[src/rtl/gdjs_pkg.sv]
package gdjs_pkg;

    localparam int MAX_JOBS   = 64;
    localparam int MAX_SLOTS  = 32;

    localparam int JOB_IDX_W  = (MAX_JOBS > 1) ? $clog2(MAX_JOBS) : 1;
    localparam int JOB_CNT_W  = $clog2(MAX_JOBS + 1);
    localparam int SLOT_IDX_W = (MAX_SLOTS > 1) ? $clog2(MAX_SLOTS) : 1;
    localparam int SLOT_CNT_W = $clog2(MAX_SLOTS + 1);

    localparam int ID_W       = 16;
    localparam int DL_W       = 8;
    localparam int PROFIT_W   = 16;
    localparam int CFG_W      = 6;
    localparam int IDXOUT_W   = 5;
    localparam int SUM_W      = 22;

    localparam int JOB_W      = ID_W + DL_W + PROFIT_W;
    localparam int IN_DATA_W  = ((JOB_W + 7) / 8) * 8;
    localparam int OUT_FLD_W  = IDXOUT_W + ID_W + SUM_W + 1;
    localparam int OUT_DATA_W = ((OUT_FLD_W + 7) / 8) * 8;

    localparam int APB_ADDR_W = 3;
    localparam int APB_DATA_W = 32;
    localparam logic [0:0] REG_SLOT_COUNT = 1'b0;
    localparam logic [CFG_W-1:0] SLOT_COUNT_RST = CFG_W'(32);

    typedef struct packed {
        logic [PROFIT_W-1:0] profit;
        logic [DL_W-1:0]     deadline;
        logic [ID_W-1:0]     id;
    } t_job;

    typedef enum logic [2:0] {
        ST_LOAD,
        ST_SCAN,
        ST_SCAN_END,
        ST_PLACE_INIT,
        ST_PLACE,
        ST_OUT
    } t_state;

endpackage

[src/rtl/gdjs_ram.sv]
module gdjs_ram #(
    parameter int WIDTH = 8,
    parameter int DEPTH = 16,
    localparam int AW = (DEPTH > 1) ? $clog2(DEPTH) : 1
) (
    input  logic             i_clk,
    input  logic             i_we,
    input  logic [AW-1:0]    i_waddr,
    input  logic [WIDTH-1:0] i_wdata,
    input  logic [AW-1:0]    i_raddr,
    output logic [WIDTH-1:0] o_rdata
);

    logic [WIDTH-1:0] r_mem [DEPTH];
    logic [WIDTH-1:0] r_rdata;

    always_ff @(posedge i_clk) begin
        if (i_we) begin
            r_mem[i_waddr] <= i_wdata;
        end
        r_rdata <= r_mem[i_raddr];
    end

    assign o_rdata = r_rdata;

endmodule

[src/rtl/greedy_deadline_job_scheduler_unit.sv]
// Channel   Direction  Payload
// s (jobs)  in         tdata: job_id, deadline, profit; tlast: last_job
// m (slots) out        tdata: slot_index, slot_job, total_profit, jobs_dropped;
//                      tuser: slot_filled; tlast: last_slot
// apb       in/out     register 0 at byte address 0: slot_count
//
// Job items are taken one per cycle while loading. The item with tlast starts
// scheduling: each round scans the N stored jobs through the job memory read port
// for the most profitable untaken job, then searches backward from its deadline.
// The slot results then leave at one item per cycle while the output is taken.
// Reset is synchronous; it empties the set and sets slot_count to 32.
// The input is ready only while loading; the last slot item may still be waiting.
module greedy_deadline_job_scheduler_unit (
    input  logic                            i_clk,
    input  logic                            i_rst_n,
    input  logic                            i_s_tvalid,
    output logic                            o_s_tready,
    // job_id[15:0], deadline[23:16], profit[39:24]
    input  logic [gdjs_pkg::IN_DATA_W-1:0]  i_s_tdata,
    input  logic                            i_s_tlast,
    output logic                            o_m_tvalid,
    input  logic                            i_m_tready,
    // slot_index[4:0], slot_job[20:5], total_profit[42:21], jobs_dropped[43]
    output logic [gdjs_pkg::OUT_DATA_W-1:0] o_m_tdata,
    // slot_filled[0]
    output logic                            o_m_tuser,
    output logic                            o_m_tlast,
    input  logic                            psel,
    input  logic                            penable,
    input  logic                            pwrite,
    input  logic [gdjs_pkg::APB_ADDR_W-1:0] paddr,
    input  logic [gdjs_pkg::APB_DATA_W-1:0] pwdata,
    output logic [gdjs_pkg::APB_DATA_W-1:0] prdata,
    output logic                            pready
);

    localparam int JW  = gdjs_pkg::JOB_IDX_W;
    localparam int JCW = gdjs_pkg::JOB_CNT_W;
    localparam int SW  = gdjs_pkg::SLOT_IDX_W;
    localparam int SCW = gdjs_pkg::SLOT_CNT_W;

    gdjs_pkg::t_state r_state, n_state;

    logic [gdjs_pkg::CFG_W-1:0]        r_slot_count;
    logic [JCW-1:0]                    r_count;
    logic                              r_overflow;
    logic [gdjs_pkg::MAX_JOBS-1:0]     r_taken;
    logic [gdjs_pkg::MAX_SLOTS-1:0]    r_slot_valid;
    logic [gdjs_pkg::ID_W-1:0]         r_slot_id [gdjs_pkg::MAX_SLOTS];
    logic [gdjs_pkg::SUM_W-1:0]        r_sum;

    logic [JCW-1:0]                    r_round;
    logic [JCW-1:0]                    r_k;
    logic [JW-1:0]                     r_kd;
    logic                              r_kd_vld;
    logic                              r_found;
    gdjs_pkg::t_job                    r_best;
    logic [JW-1:0]                     r_best_k;
    logic [SCW-1:0]                    r_d;
    logic [SCW-1:0]                    r_s;

    logic                              r_ovld;
    logic [gdjs_pkg::OUT_DATA_W-1:0]   r_odata;
    logic                              r_ouser;
    logic                              r_olast;

    logic                              in_acc;
    logic                              store_full;
    logic                              ram_we;
    logic [gdjs_pkg::JOB_W-1:0]        ram_q;
    gdjs_pkg::t_job                    q_job;
    gdjs_pkg::t_job                    in_job;
    logic [SCW-1:0]                    nslots;
    logic [gdjs_pkg::DL_W-1:0]         dl_clamp;
    logic [SCW-1:0]                    d_m1;
    logic [SW-1:0]                     slot_rd_idx;
    logic                              slot_rd_valid;
    logic [gdjs_pkg::ID_W-1:0]         slot_rd_id;
    logic                              out_load;
    logic                              out_is_last;
    logic                              round_done;
    logic                              cfg_we;

    // Effective slot count: zero counts as one, large values saturate.
    always_comb begin
        if (r_slot_count == '0) begin
            nslots = SCW'(1);
        end else if ((SCW + 1)'(r_slot_count) > (SCW + 1)'(gdjs_pkg::MAX_SLOTS)) begin
            nslots = SCW'(gdjs_pkg::MAX_SLOTS);
        end else begin
            nslots = SCW'(r_slot_count);
        end
    end

    assign in_job     = gdjs_pkg::t_job'(i_s_tdata[gdjs_pkg::JOB_W-1:0]);
    assign in_acc     = i_s_tvalid && o_s_tready;
    assign store_full = (r_count == JCW'(gdjs_pkg::MAX_JOBS));
    assign ram_we     = in_acc && !store_full;
    assign q_job      = gdjs_pkg::t_job'(ram_q);

    assign dl_clamp = (r_best.deadline > gdjs_pkg::DL_W'(nslots)) ?
                      gdjs_pkg::DL_W'(nslots) : r_best.deadline;
    assign d_m1     = r_d - SCW'(1);

    // The slot table has one read index, shared by the search and the output.
    assign slot_rd_idx   = (r_state == gdjs_pkg::ST_PLACE) ? d_m1[SW-1:0] : r_s[SW-1:0];
    assign slot_rd_valid = r_slot_valid[slot_rd_idx];
    assign slot_rd_id    = r_slot_id[slot_rd_idx];

    assign round_done  = (r_round + JCW'(1) == r_count);
    assign out_is_last = (r_s + SCW'(1) == nslots);
    assign cfg_we      = psel && penable && pwrite && pready;

    gdjs_ram #(
        .WIDTH (gdjs_pkg::JOB_W),
        .DEPTH (gdjs_pkg::MAX_JOBS)
    ) u_job_store (
        .i_clk   (i_clk),
        .i_we    (ram_we),
        .i_waddr (r_count[JW-1:0]),
        .i_wdata (in_job),
        .i_raddr (r_k[JW-1:0]),
        .o_rdata (ram_q)
    );

    always_comb begin
        n_state = r_state;
        case (r_state)
            gdjs_pkg::ST_LOAD: begin
                if (in_acc && i_s_tlast) begin
                    n_state = gdjs_pkg::ST_SCAN;
                end
            end
            gdjs_pkg::ST_SCAN: begin
                if (r_k + JCW'(1) == r_count) begin
                    n_state = gdjs_pkg::ST_SCAN_END;
                end
            end
            gdjs_pkg::ST_SCAN_END: begin
                n_state = gdjs_pkg::ST_PLACE_INIT;
            end
            gdjs_pkg::ST_PLACE_INIT: begin
                n_state = gdjs_pkg::ST_PLACE;
            end
            gdjs_pkg::ST_PLACE: begin
                if (r_d == '0 || !slot_rd_valid) begin
                    n_state = round_done ? gdjs_pkg::ST_OUT : gdjs_pkg::ST_SCAN;
                end
            end
            gdjs_pkg::ST_OUT: begin
                if (out_load && out_is_last) begin
                    n_state = gdjs_pkg::ST_LOAD;
                end
            end
            default: n_state = gdjs_pkg::ST_LOAD;
        endcase
    end

    always_comb begin
        o_s_tready = 1'b0;
        out_load   = 1'b0;
        case (r_state)
            gdjs_pkg::ST_LOAD: o_s_tready = 1'b1;
            gdjs_pkg::ST_OUT:  out_load   = !r_ovld || i_m_tready;
            default: begin
                o_s_tready = 1'b0;
                out_load   = 1'b0;
            end
        endcase
    end

    always_ff @(posedge i_clk) begin
        if (!i_rst_n) begin
            r_state <= gdjs_pkg::ST_LOAD;
        end else begin
            r_state <= n_state;
        end
    end

    always_ff @(posedge i_clk) begin
        if (!i_rst_n) begin
            r_slot_count <= gdjs_pkg::SLOT_COUNT_RST;
        end else if (cfg_we && paddr[2:2] == gdjs_pkg::REG_SLOT_COUNT) begin
            r_slot_count <= pwdata[gdjs_pkg::CFG_W-1:0];
        end
    end

    // Set state: loading, scheduling and clearing after the last slot.
    always_ff @(posedge i_clk) begin
        if (!i_rst_n) begin
            r_count      <= '0;
            r_overflow   <= 1'b0;
            r_taken      <= '0;
            r_slot_valid <= '0;
            r_sum        <= '0;
        end else begin
            if (in_acc) begin
                if (store_full) begin
                    r_overflow <= 1'b1;
                end else begin
                    r_count <= r_count + JCW'(1);
                end
            end
            if (r_state == gdjs_pkg::ST_PLACE_INIT) begin
                r_taken[r_best_k] <= 1'b1;
            end
            if (r_state == gdjs_pkg::ST_PLACE && r_d != '0 && !slot_rd_valid) begin
                r_slot_valid[slot_rd_idx] <= 1'b1;
                r_sum <= r_sum + gdjs_pkg::SUM_W'(r_best.profit);
            end
            if (out_load && out_is_last) begin
                r_count      <= '0;
                r_overflow   <= 1'b0;
                r_taken      <= '0;
                r_slot_valid <= '0;
                r_sum        <= '0;
            end
        end
    end

    always_ff @(posedge i_clk) begin
        if (r_state == gdjs_pkg::ST_PLACE && r_d != '0 && !slot_rd_valid) begin
            r_slot_id[slot_rd_idx] <= r_best.id;
        end
    end

    // Sequencer counters and the shared profit comparator.
    always_ff @(posedge i_clk) begin
        if (!i_rst_n) begin
            r_kd_vld <= 1'b0;
            r_found  <= 1'b0;
            r_round  <= '0;
            r_k      <= '0;
            r_s      <= '0;
        end else begin
            r_kd_vld <= (r_state == gdjs_pkg::ST_SCAN);
            r_kd     <= r_k[JW-1:0];
            if (r_state == gdjs_pkg::ST_SCAN) begin
                r_k <= r_k + JCW'(1);
            end
            // Read data comes back in the cycle after its address; strict compare keeps the earliest.
            if (r_kd_vld && !r_taken[r_kd] && (!r_found || q_job.profit > r_best.profit)) begin
                r_best   <= q_job;
                r_best_k <= r_kd;
                r_found  <= 1'b1;
            end
            if (r_state == gdjs_pkg::ST_LOAD && in_acc && i_s_tlast) begin
                r_round <= '0;
                r_k     <= '0;
                r_found <= 1'b0;
                r_s     <= '0;
            end
            if (r_state == gdjs_pkg::ST_PLACE_INIT) begin
                r_d <= SCW'(dl_clamp);
            end
            if (r_state == gdjs_pkg::ST_PLACE) begin
                if (r_d == '0 || !slot_rd_valid) begin
                    r_round <= r_round + JCW'(1);
                    r_k     <= '0;
                    r_found <= 1'b0;
                end else begin
                    r_d <= d_m1;
                end
            end
            if (out_load) begin
                r_s <= r_s + SCW'(1);
            end
        end
    end

    // Output register: holds one slot item until the sink takes it.
    always_ff @(posedge i_clk) begin
        if (!i_rst_n) begin
            r_ovld <= 1'b0;
        end else if (out_load) begin
            r_ovld <= 1'b1;
        end else if (i_m_tready) begin
            r_ovld <= 1'b0;
        end
    end

    always_ff @(posedge i_clk) begin
        if (out_load) begin
            r_odata <= {(gdjs_pkg::OUT_DATA_W - gdjs_pkg::OUT_FLD_W)'(0),
                        r_overflow,
                        r_sum,
                        slot_rd_valid ? slot_rd_id : gdjs_pkg::ID_W'(0),
                        gdjs_pkg::IDXOUT_W'(r_s)};
            r_ouser <= slot_rd_valid;
            r_olast <= out_is_last;
        end
    end

    assign o_m_tvalid = r_ovld;
    assign o_m_tdata  = r_odata;
    assign o_m_tuser  = r_ouser;
    assign o_m_tlast  = r_olast;

    assign pready = 1'b1;
    assign prdata = (paddr[2:2] == gdjs_pkg::REG_SLOT_COUNT) ?
                    gdjs_pkg::APB_DATA_W'(r_slot_count) : '0;

endmodule

[config.mk]
export PLATFORM = sky130hd
export DESIGN_NAME = greedy_deadline_job_scheduler_unit
export DESIGN_NICKNAME = d
export VERILOG_FILES = /design/src/rtl/gdjs_pkg.sv /design/src/rtl/gdjs_ram.sv /design/src/rtl/greedy_deadline_job_scheduler_unit.sv
export SDC_FILE = /design/constraint.sdc
export NUM_CORES = 2
export LEC_CHECK = 0
export BUFFER_PORTS_ARGS = -buffer_cell sky130_fd_sc_hd__buf_4
export CELL_PAD_IN_SITES_DETAIL_PLACEMENT = 1
export CELL_PAD_IN_SITES_GLOBAL_PLACEMENT = 1
export CORE_MARGIN = 10
export CORE_UTILIZATION = 60
export DETAILED_ROUTE_END_ITERATION = 12
export PLACE_DENSITY_LB_ADDON = 0.1
export SLEW_MARGIN = 20
export SYNTH_ARGS = -nofsm -noshare
export SYNTH_HDL_FRONTEND = slang
export SYNTH_SLANG_ARGS = --single-unit
[constraint.sdc]
create_clock -name i_clk -period 16.6 [get_ports i_clk]
set_input_delay 3.32 -clock i_clk [delete_from_list [all_inputs] [get_ports i_clk]]
set_output_delay 3.32 -clock i_clk [all_outputs]
set_load 0.05 [all_outputs]
After elaboration in Yosys (flattened, before gate mapping)
Memory sizes are Yosys's and may differ from the RTL's. A register that Yosys moved wholly into a read port is not among the register bits.
Index checks and enable logic that the tools add are counted.
W data, S select, Z words.
{ "word_totals": {"ff_bits": 246, "word_cells": 134, "output_inout_bits": 85, "input_bits": 83, "ram_bits": 3072, "memories": 2} }
{ "mem_list": {"columns": ["memory", "depth", "word_bits", "read_ports", "rd_ports_with_merged_regs", "wr", "line", "source"], "rows": [
  ["u_job_store.r_mem", 64, 40, 1, 1, 1, "gdjs_ram.sv:14", "logic [WIDTH-1:0] r_mem [DEPTH];"],
  ["r_slot_id", 32, 16, 1, 1, 1, "greedy_deadline_job_scheduler_unit.sv:49", "logic [gdjs_pkg::ID_W-1:0] r_slot_id [gdjs_pkg::MAX_SLOTS];"]
]} }
{ "op_classes": {"mux": 43, "n_bitwise": 5, "eq_ne": 13, "add_sub_neg": 6, "magnitude_cmp": 8, "reduce_logical": 35} }
{ "op_table": {"columns": ["cell", "count"], "rows": [
  ["$or A64 B64 Y64", 1],
  ["$mux W6", 9],
  ["$mux W7", 7],
  ["$or A32 B32 Y32", 1],
  ["$add A22 B16 Y22", 1],
  ["$add A7 B1 Y7 const B", 3],
  ["$pmux W3 S6", 1],
  ["$gt A16 B16 Y1", 1],
  ["$mux W1", 16],
  ["$logic_and A1 B1 Y1", 15],
  ["$mux W3", 5],
  ["$eq A7 B7 Y1", 2],
  ["$lt A6 B7 Y1 const B", 2],
  ["$logic_not A6 Y1", 2],
  ["$gt A8 B6 Y1", 1],
  ["$eq A7 B7 Y1 const B", 1],
  ["$add A6 B1 Y6 const B", 1],
  ["$bmux W1 S6", 1],
  ["$demux W1 S6", 1],
  ["$eq A3 B2 Y1 const B", 2],
  ["$eq A3 B3 Y1 const B", 2],
  ["$eq A6 B6 Y1", 1],
  ["$ge A6 B1 Y1 const B", 1],
  ["$gt A6 B6 Y1 const B", 1],
  ["other kinds (18)", 32]
]} }

Depth between registers and ports, before layout
{ "depth": {"word_depth": 9, "depth_mapped": 14, "ltp_nobuf": 12} }

Modules after synthesis
A second synthesis with hierarchy kept.
{ "unflattened": {"hier_cells": 6194, "area_unflattened_um2": 129252.7} }
{ "modules_own_cells": {"columns": ["mod", "instances", "seq_area_each_um2", "cells_per_inst", "area_per_inst_um2"], "rows": [
  ["gdjs_ram", 1, 77674.5, 4195, 97836.3],
  ["greedy_deadline_job_scheduler_unit", 1, 21660.8, 1999, 31416.4]
]} }

Worst setup path before layout
No wires, ideal clock.
{ "synth_path": {"path_kind": "input-to-output", "startpoint": "input port paddr[2] (netlist name)", "endpoint": "output port prdata[0] (netlist name)", "t_arrival_ps": 4009, "path_slack_ps": 9271, "cell_stages": 1, "required_ps": 13280, "path_cell_list": "nor2b_1"} }
{ "synth_between": {"elab_chain_len": 1} }
{ "synth_lines": {"columns": ["item", "line", "source"], "rows": [
  ["start: declaration", "greedy_deadline_job_scheduler_unit.sv:31", "input logic [gdjs_pkg::APB_ADDR_W-1:0] paddr,"],
  ["$mux W6", "greedy_deadline_job_scheduler_unit.sv:300", "assign prdata = (paddr[2:2] == gdjs_pkg::REG_SLOT_COUNT) ?"],
  ["end: declaration", "greedy_deadline_job_scheduler_unit.sv:33", "output logic [gdjs_pkg::APB_DATA_W-1:0] prdata,"]
]} }
Every way passes these cells.

Worst setup path after layout
{ "layout_path": {"startpoint": "input port paddr[2] (netlist name)", "endpoint": "output port prdata[2] (netlist name)"} }
The elaborated chain is that of the path after synthesis.

==> results.py <==
metrics = {
    "status": {
        "outcome": "finished, final reports clean",
    },
    "clock_network": {
        "cts_buffer_depth": 4,
        "clk_pin_slew_worst_paths_ns": 0.06,
        "cts_root_buf": "clkbuf_16",
        "cts_buffers": 348,
        "clock_latency_ns": 0.98,
        "cts_tree": "built",
        "postCtsHoldBufs": 0,
        "post_cts_resized": 0,
        "cts_max_level": 5,
        "cts_setup_buffers": 0,
        "clock-sinks": 3374,
    },
    "timing": {
        "timing.final.max_slew_violations": 0,
        "slew_headroom_pct": 21.2,
        "clock-skew-final_ns": 0.0540,
        "setup_ws_ns": 9.47,
        "hold_viol": 0,
        "worst_pin_slew_ns": 1.18,
        "period_needed_ns": 7.13,
        "rsz0062_at_grt": "no",
        "fin_crit_sh_pct": 42.9,
        "timing.fmax_ghz": 0.140,
        "final-setup-viol-count": 0,
        "setup_tns_ns": 0,
    },
    "global_route": {
        "overflow": 0,
        "grt_antenna_before_repair": 32,
        "gr-usage-all-layers_pct": 31.0,
        "grt_pass1_vias": 72082,
        "grt_pass1_wl_mm": 529,
        "grt_max_degree": 124,
    },
    "worst_setup_path": {
        "required_ns": 13.28,
        "critPathLaunchType": "input port",
        "end_kind": "output pin",
        "critPathArrivalTime_ns": 3.81,
        "critPathMaxFanout": 7,
        "critical_path_class": "in -> out",
    },
    "synthesis": {
        "syn_avg_cell_area_um2": 20.0,
        "synth_most_common_cell": "edfxtp_1",
        "synth_top_area_cell": "edfxtp_1",
        "async_reset_ff_share_pct": 0,
        "ys_warn_count": 0,
        "yosysTopAreaCellShare_pct": 73.4,
        "synth_ff_type": "edfxtp_1",
        "seq_area_frac_synth_pct": 76.4,
        "synthCells": 6494,
        "yosys-top-cells-area": "edfxtp_1 (73%), mux4_2 (11%), mux2i_1 (3.5%)",
        "synth-edff-count": 3176,
        "synthDistinctLibCells": 79,
        "synth-seq-cells": 3374,
        "synth.top_cells.by_count": "edfxtp_1 (3,176), mux4_2 (633), mux2i_1 (459), nor2_1 (259), a21oi_1 (246)",
        "syn-cell-area_mm2": 0.130,
    },
    "floorplanning": {
        "fp-row-count": 170,
        "core_mm2": 0.215,
        "initial_utilization_pct": 60.4,
        "dieArea_mm2": 0.236,
        "dieHeight_um": 485,
        "num_io_pins": 168,
        "die_w_um": 485,
    },
    "pwr": {
        "p_leak_nw": 45.1,
        "p_per_area_mw_per_mm2": 122,
        "ir_drop_v": 0.000122,
    },
    "finish": {
        "drive_above_1_share_pct": 21.5,
        "fillers": 17007,
        "final_area_mm2": 0.146,
        "fin_nets": 6904,
        "synthToLayoutAreaGrowth_pct": 12.5,
    },
    "run": {
        "cap_viol_max_count": 0,
    },
    "route": {
        "wl_per_cell_um": 37.2,
        "ant_nets": 0,
        "dr.pass1.iters": 5,
        "drt_iter0_drc": 9159,
        "dr_total_vias": 69365,
        "vias_per_cell": 7.02,
        "drc": 0,
        "wirelength_mm": 368,
    },
    "place": {
        "place_ws_ns": 9.33,
        "gp_congestion": 0.774,
        "place.port_buffers": 108,
        "placed_cell_area_mm2": 0.135,
        "dp_hpwl_mm": 194,
    },
    "hold_path": {
        "min_path_type": "reg -> reg",
    },
}
[final timing paths]
check	startpoint	end	slack, ns	depth (start not counted)
max	paddr[2]	prdata[2]	9.47	3
min	u_job_store.o_rdata[17]	r_best[17]	0.40	0
max reg2reg	r_k[0]	u_job_store.o_rdata[22]	10.64	7
min reg2reg	u_job_store.o_rdata[17]	r_best[17]	0.40	0
[power breakdown]
group | switching, mW | internal [mW] | total [mW] | leakage (nW)
Clock | 3.18 | 4.45 | 7.63 | 5.33
Combinational | 0.451 | 0.296 | 0.747 | 9.55
Sequential | 0.0494 | 9.34 | 9.39 | 30.2
[metal layers]
layer | wire length (um) | vias up | track usage, %
met4 | 15500 | 14 | 12.4
met5 | 126 | - | 0
met3 | 37900 | 835 | 7.30
met2 | 177000 | 4180 | 49.0
li1 | - | 27532 | -
met1 | 137000 | 36804 | 42.4
[cell families (layout without fill, tap and decap cells)]
logic type	after synthesis	count (layout)	share of synthesized area, %
XOR/XNOR	54	54	0.397
adder cells (fa/ha/maj)	45	45	0.439
flip-flops	3374	3374	76.4
AO/OA/AOI/OAI	901	901	4.72
buffers and inverters	438	945	1.39
multiplexers	1099	1099	14.6
AND/OR/NAND/NOR	581	581	2.05
other	2	43	0.00578
[critical path: stages]
cell and delay [ns]:
buf_4 0.14, nor2b_1 0.13, buf_4 0.22
[state kept, by name, indices dropped and copies added, names as in the netlist, 22 cells and up]
signal               flops
o_m_tdata               44
u_job_store.r_mem     2560
r_taken                 64
r_slot_id              512
r_slot_valid            32
r_sum                   22
u_job_store.o_rdata     40
r_best                  40
[final cells by class]
| type | count | area [um^2] | share of cell area (%) |
|---|---|---|---|
| Inverter | 41 | 159 | 0.109 |
| Timing Repair Buffer | 300 | 2650 | 1.81 |
| Sequential cell | 3374 | 99400 | 68.0 |
| Clock inverter | 169 | 1680 | 1.15 |
| Multi-Input combinational cell | 2711 | 29500 | 20.2 |
| Clock buffer | 435 | 9230 | 6.32 |
| Tap cell | 2838 | 3550 | 2.43 |
| Antenna cell | 12 | 30.0 | 0.0205 |
[per-stage QoR]
step / util (%) / hold WS, ns / total power, mW / cells
floorplan: - / 0.386 / 10.0 / 6523
global placement: 62.6 / 0.392 / 10.3 / 9239
detailed placement: 62.7 / 0.393 / 10.3 / 9248
CTS: 67.8 / 0.408 / 17.8 / 9852
global route: 68.0 / 0.417 / 18.2 / 9876
finish: 68.0 / 0.404 / 17.8 / 9880
[placed cells by master, fill, tap and decap left out, types with 9 or more instances in the layout]
cell type | synthesis | final
a21oi_1 | 246 | 246
nor3_1 | 18 | 17
nand2_1 | 155 | 154
o21ai_0 | 96 | 96
buf_4 | 32 | 268
mux2i_1 | 459 | 458
edfxtp_1 | 3176 | 3176
a22o_1 | 48 | 48
nor2b_1 | 11 | 11
clkinvlp_4 | 0 | 11
nand3_1 | 38 | 38
clkbuf_1 | 221 | 73
bufinv_16 | 0 | 34
o22ai_1 | 126 | 126
a211oi_1 | 24 | 24
ha_1 | 44 | 44
conb_1 | 2 | 31
xor2_1 | 14 | 14
a31oi_1 | 24 | 24
nor2_4 | 0 | 64
clkinv_1 | 1 | 64
a22oi_1 | 36 | 36
buf_12 | 0 | 14
nand4_1 | 12 | 12
clkinv_2 | 0 | 54
clkbuf_16 | 0 | 353
o221ai_1 | 208 | 208
dfxtp_1 | 198 | 192
mux4_2 | 633 | 633
diode_2 | 0 | 12
nor2_1 | 259 | 193
nand2b_1 | 20 | 17
xnor2_1 | 37 | 37
clkbuf_8 | 0 | 9
a221oi_1 | 18 | 18
inv_1 | 38 | 37
No activity file was read; power rests on OpenSTA's default activity.
